File: src/hdl/assert_macros.svh
// Assertion macros shared by the search unit modules
`ifndef ASSERT_MACROS_SVH
`define ASSERT_MACROS_SVH

// same-cycle implication
`define CHK_IMPLIES(lbl, clk, rst, ante, cons) \
   lbl: assert property (@(posedge clk) disable iff (rst) (ante) |-> (cons)) \
      else $error("assertion failed");

// next-cycle implication
`define CHK_NEXT(lbl, clk, rst, ante, cons) \
   lbl: assert property (@(posedge clk) disable iff (rst) (ante) |=> (cons)) \
      else $error("assertion failed");

`endif

File: src/hdl/fch_pkg.sv
// Shared types, constants and functions of the candidate hash search unit
package fch_pkg;

   localparam int unsigned TBL_DEPTH = 64;
   localparam int unsigned TBL_AW    = 6;
   localparam int unsigned CNT_W     = 7;

   localparam logic [CNT_W-1:0] DICT_SIZE   = 7'd64;
   localparam logic [CNT_W-1:0] SUFFIX_SIZE = 7'd64;
   localparam logic [CNT_W-1:0] TARGET_CNT  = 7'd64;
   localparam logic [CNT_W-1:0] MAX_DIGITS  = 7'd64;
   localparam logic [CNT_W-1:0] MIN_BASE    = 7'd2;

   localparam logic [63:0] FNV_LOW     = 64'h1b3;
   localparam logic [63:0] START_RESET = 64'hcbf29ce484222325;

   localparam logic [7:0] CHAR_BSLASH = 8'h5C;
   localparam logic [7:0] CHAR_SLASH  = 8'h2F;
   localparam logic [7:0] CHAR_UPPA   = 8'h41;
   localparam logic [7:0] CHAR_UPPZ   = 8'h5A;
   localparam logic [7:0] CASE_OFFSET = 8'h20;

   localparam int unsigned CSR_AW = 5;
   localparam logic [1:0] CSR_START  = 2'd0;
   localparam logic [1:0] CSR_DLEN   = 2'd1;
   localparam logic [1:0] CSR_SLEN   = 2'd2;

   typedef enum logic [1:0] {
      FUNC_DICT   = 2'd0,
      FUNC_SUFFIX = 2'd1,
      FUNC_TARGET = 2'd2,
      FUNC_TEST   = 2'd3
   } func_type;

   typedef struct packed {
      func_type          func;
      logic [TBL_AW-1:0] index;
      logic [63:0]       value;
      logic [63:0]       cand;
   } entry_type;

   function automatic logic [63:0] fnv_mix(input logic [63:0] h, input logic [7:0] c);
      logic [63:0] x;
      logic [63:0] lo;
      x  = h ^ {{56{c[7]}}, c};
      lo = x * FNV_LOW;
      return (x << 40) + lo;
   endfunction

   function automatic logic [7:0] map_suffix(input logic [7:0] c);
      logic [7:0] r;
      r = c;
      if (c == CHAR_BSLASH) begin
         r = CHAR_SLASH;
      end else if (c >= CHAR_UPPA && c <= CHAR_UPPZ) begin
         r = c + CASE_OFFSET;
      end
      return r;
   endfunction

endpackage

File: src/hdl/fch_front.sv
// Request intake: classify requests and queue them for the search engine
`include "assert_macros.svh"
module fch_front (
   input  logic                clock,
   input  logic                reset,
   input  logic                req_valid,
   output logic                req_ready,
   input  logic [1:0]          req_func,
   input  logic [5:0]          req_entry_index,
   input  logic [63:0]         req_entry_value,
   input  logic [63:0]         req_candidate_index,
   output logic                q_valid,
   output fch_pkg::entry_type  q_entry,
   input  logic                q_pop
);
   import fch_pkg::*;

   entry_type   fifo_ff [2];
   logic        wr_ptr_ff, wr_ptr_in;
   logic        rd_ptr_ff, rd_ptr_in;
   logic [1:0]  count_ff, count_in;
   logic        push;
   logic        pop;
   entry_type   entry;

   assign req_ready = (count_ff != 2'd2);
   assign push      = req_valid && req_ready;
   assign q_valid   = (count_ff != 2'd0);
   assign pop       = q_pop && q_valid;
   assign q_entry   = fifo_ff[rd_ptr_ff];

   always_comb begin
      entry.func  = func_type'(req_func);
      entry.index = req_entry_index;
      entry.value = req_entry_value;
      entry.cand  = req_candidate_index;
      if (func_type'(req_func) == FUNC_SUFFIX) begin
         entry.value = {56'd0, map_suffix(req_entry_value[7:0])};
      end
   end

   always_comb begin
      wr_ptr_in = push ? ~wr_ptr_ff : wr_ptr_ff;
      rd_ptr_in = pop ? ~rd_ptr_ff : rd_ptr_ff;
      count_in  = count_ff + {1'b0, push} - {1'b0, pop};
   end

   always_ff @(posedge clock) begin
      if (reset) begin
         wr_ptr_ff <= 1'b0;
         rd_ptr_ff <= 1'b0;
         count_ff  <= 2'd0;
      end else begin
         wr_ptr_ff <= wr_ptr_in;
         rd_ptr_ff <= rd_ptr_in;
         count_ff  <= count_in;
      end
   end

   always_ff @(posedge clock) begin
      if (push) begin
         fifo_ff[wr_ptr_ff] <= entry;
      end
   end

   `CHK_IMPLIES(a_count_range, clock, reset, 1'b1, count_ff != 2'd3)
   `CHK_NEXT(a_pop_drains, clock, reset, pop && !push, count_ff == $past(count_ff) - 2'd1)
   `CHK_NEXT(a_push_fills, clock, reset, push && !pop, count_ff == $past(count_ff) + 2'd1)

endmodule

File: config.mk
export PLATFORM = sky130hd
export DESIGN_NAME = fch_front
export DESIGN_NICKNAME = d
export VERILOG_FILES = /design/src/hdl/fch_pkg.sv /design/src/hdl/fch_front.sv
export VERILOG_INCLUDE_DIRS = /design/src /design/src/hdl
export SDC_FILE = /design/constraint.sdc
export NUM_CORES = 1
export LEC_CHECK = 0
export ABC_AREA = 0
export BUFFER_PORTS_ARGS = -buffer_cell sky130_fd_sc_hd__buf_2
export CAP_MARGIN = 20
export CORE_MARGIN = 2
export CORE_UTILIZATION = 57
export CTS_CLUSTER_SIZE = 25
export DETAILED_ROUTE_END_ITERATION = 7
export MAX_ROUTING_LAYER = met4
export PLACE_DENSITY = 0.85
export REMOVE_ABC_BUFFERS = 1
export SYNTH_ARGS = -nofsm -noshare
export SYNTH_HDL_FRONTEND = slang
export SYNTH_SLANG_ARGS = --single-unit
export TNS_END_PERCENT = 30
File: constraint.sdc
create_clock -name clock -period 10.6 [get_ports clock]
set_clock_uncertainty 0.2 [all_clocks]
set_input_delay 2.12 -clock clock [delete_from_list [all_inputs] [get_ports clock]]
set_output_delay 2.12 -clock clock [all_outputs]
set_load 0.02 [all_outputs]
==> results by group <==
Floorplan
  • Die area: 19900 sq um
  • Die width: 141 microns
  • Cell row count: 50
  • CORE AREA: 18600 sq um
  • Ports: 278
  • Die Height: roughly 140 microns
  • Initial Utilization: 0.577

Routing
  • 1st-iter DRT viols: 319
  • Antenna Nets Post-Route: 0
  • Max layer used: met4
  • Drt first pass iters: 5
  • Vias: 5668
  • DRT met1 WL: 7.59 mm
  • Metal3 WL: 1.78 mm
  • Vias per cell: 5.26
  • Routed Wire Length: 20.0 mm
  • Wire length per cell: 18.5 microns
  • Drt drc: 0
  • Met2 WL post-DR: 10.2 mm

Cells and area
  • Layout area overhead: 23.2%
  • FF/Latch Area: between 8000 and 9000 sq um
  • # nets final: between 900 and 1000
  • Util after Layout: 0.711
  • Fill cells: 1154
  • Non-Filler Instances: 1078
  • Area of the multi-input gates: 2300 sq um
  • Design area: between 10000 and 15000 sq um
  • Layout cell share with drive strength beyond 1: 0.547

Setup path
  • WS Path Type: flop to output pin
  • Crit path required time: 8280 ps
  • Worst Path Max Fanout: 70
  • Setup crit start kind: flop
  • Worst path arrival time: 3070 ps
  • CP Capture Type: output pin

Timing
  • Final Max Slew Viols: 0
  • Fmax: around 0.19 GHz
  • Post-route setup slack: ~5200 ps
  • Worst Tran Pin Value: 1010 ps
  • Relative slew margins: 0.327
  • Setup total negative slack: 0 ps
  • Final setup viols: 0
  • Hold slack: 337 ps
  • Tcrit/Tclk final: 0.509
  • Final Hold Vio Count: 0
  • Min Tclk post-route: 5390 ps
  • RSZ-0062 raised after global routing: false

GRT
  • First-pass GRT wire length: approximately 30 mm
  • Largest net degree at the start of global routing: 88
  • GR Overflow Total: 0
  • Tot GR Track Use: 0.197
  • Initial antenna violation count: 3
  • Vias in the first global route: 5740

CTS
  • H-tree levels: 1
  • CTS tree: built
  • Resize count post-CTS: 0
  • Num CTS Buffers: 28
  • Clock latency on the worst-skew pair: approximately 520 ps
  • Post-CTS Setup Repair Bufs: 0
  • Hold-fix buffer count after cts: 0
  • CTS max path bufs: 3
  • Sink Count: 277
  • Root buffer cell: clkbuf_16
  • Clk slew on worst S/H paths: 60 ps

Placed design
  • Pre-CTS setup slack: 5700 ps
  • Post-DP HPWL: 13.0 mm
  • Placed Area: between 10000 and 15000 sq um
  • Gpl congestion: about 0.77
  • Placed insts: 1025
  • # port buffers: approximately 280

Power
  • Switch Pwr: 992 uW
  • Sw Ratio: 0.295
  • Leakage power: just over 5 nW
  • Internal power: 2.37 mW
  • Total power: 3.36 mW
  • Flop pwr share: 0.442
  • Combinational fraction of design power: 0.279
  • Clock Power Share: 0.279
  • VDD IR-drop max: about 250 uV
  • PwrDens: 254 nW/um^2

Synthesis
  • Synth Register Bits: ~280
  • Top cells by area, synth: edfxtp_1 76%, mux2_2 10%, mux2_4 5.6%
  • Main flop type after synthesis: edfxtp_1
  • Post-synth EDFFs: 272
  • Synthesized cell area: 10700 sq um
  • Seq/Total Area, Yosys: 0.771
  • Share of flip-flops with an asynchronous set or reset: 0
  • Gate Count Post-Synth: 534
  • Area leader, netlist: edfxtp_1
  • Synth warn: 0
  • Yosys cell types: 33
  • Top cell type's share of synthesized area: 0.762
  • Avg Inst Size Synth: roughly 20 sq um

Run status
  • Run status: finished, final reports clean

Job
  • Max Cap Viol: 0

Hold path
  • Worst min path class: flop to flop
==> power groups by stage <==
stage | Clock [mW] | Combinational, mW | Sequential [mW]
final | 0.939 | 0.938 | 1.48
after global routing | 1.00 | 0.993 | 1.50
after CTS | 0.960 | 0.947 | 1.49
after detailed placement | 0 | 0.942 | 1.51
after global placement | 0 | 0.929 | 1.50
after floorplan | 0 | 0.669 | 1.53
==> sequential cells by signal (all words and copies together) (netlist names), named ones only <==
name	flops
fifo_ff	272
count_ff	2
rd_ptr_ff	1
wr_ptr_ff	1
==> kinds of logic after synthesis <==
| family | Yosys count | synth area share |
|---|---|---|
| AO/OA/AOI/OAI | 12 | 0.00817 |
| XOR/XNOR | 2 | 0.00163 |
| adder cells (fa/ha/maj) | 3 | 0.00350 |
| buffers and inverters | 27 | 0.0148 |
| flip-flops | 277 | 0.771 |
| multiplexers | 136 | 0.157 |
| AND/OR/NAND/NOR | 77 | 0.0437 |
==> worst max-delay path: stages (launching register included) <==
cell	delay [ps]
dfxtp_4	970
buf_4	900
mux2_2	430
buf_2	160
==> synth_stat cells (2+ instances only) <==
cell type	count
edfxtp_1	272
mux2_2	96
and2_1	57
mux2_4	40
buf_2	10
clkbuf_1	7
buf_6	6
dfxtp_1	5
nor2_1	5
inv_1	4
ha_1	3
a21oi_1	2
a31oi_1	2
nand2b_1	2
nand3_1	2
nand4_1	2
o21a_1	2
o21bai_1	2
==> final timing paths <==
path	end	slack, ps	depth (start not counted)	from
max reg2reg	fifo_ff[1][62]$_DFFE_PP_	7800	4	count_ff[0]$_SDFF_PP0_
min	rd_ptr_ff$_SDFFE_PP0P_	340	2	rd_ptr_ff$_SDFFE_PP0P_
max	q_entry[11]	5210	3	flop
min reg2reg	rd_ptr_ff$_SDFFE_PP0P_	340	2	rd_ptr_ff$_SDFFE_PP0P_
==> layout by cell type, fill, tap and decap left out, drive strengths merged <==
master / n
a21bo: 1
a21oi: 2
a31oi: 2
and2: 57
and2b: 1
and3: 1
buf: 281
bufinv: 3
clkbuf: 34
clkinv: 12
dfxtp: 5
diode: 3
edfxtp: 272
ha: 3
inv: 4
mux2: 136
nand2: 1
nand2b: 2
nand3: 2
nand3b: 1
nand4: 2
nand4b: 1
nor2: 5
nor2b: 1
nor3: 1
nor4: 1
o21a: 2
o21ai: 1
o21bai: 2
o221a: 1
o2bb2ai: 1
or2: 1
xnor2: 1
xor2: 1
==> metal layers <==
layer,up-vias,global-route usage
li1,2640,-
met1,2755,0.231
met2,245,0.334
met3,28,0.0571
met4,0,0.0589
met5,-,-
==> area by class of cell <==
cell class	instances	area share
diodes	3	0.000568
repair buffers	281	0.108
flip-flops and latches	277	0.626
inverters	4	0.00152
clock buffers	34	0.0564
multi-input cells	230	0.174
clock inverters	15	0.0109
well taps	234	0.0222
(Power assumes the default switching activity.)
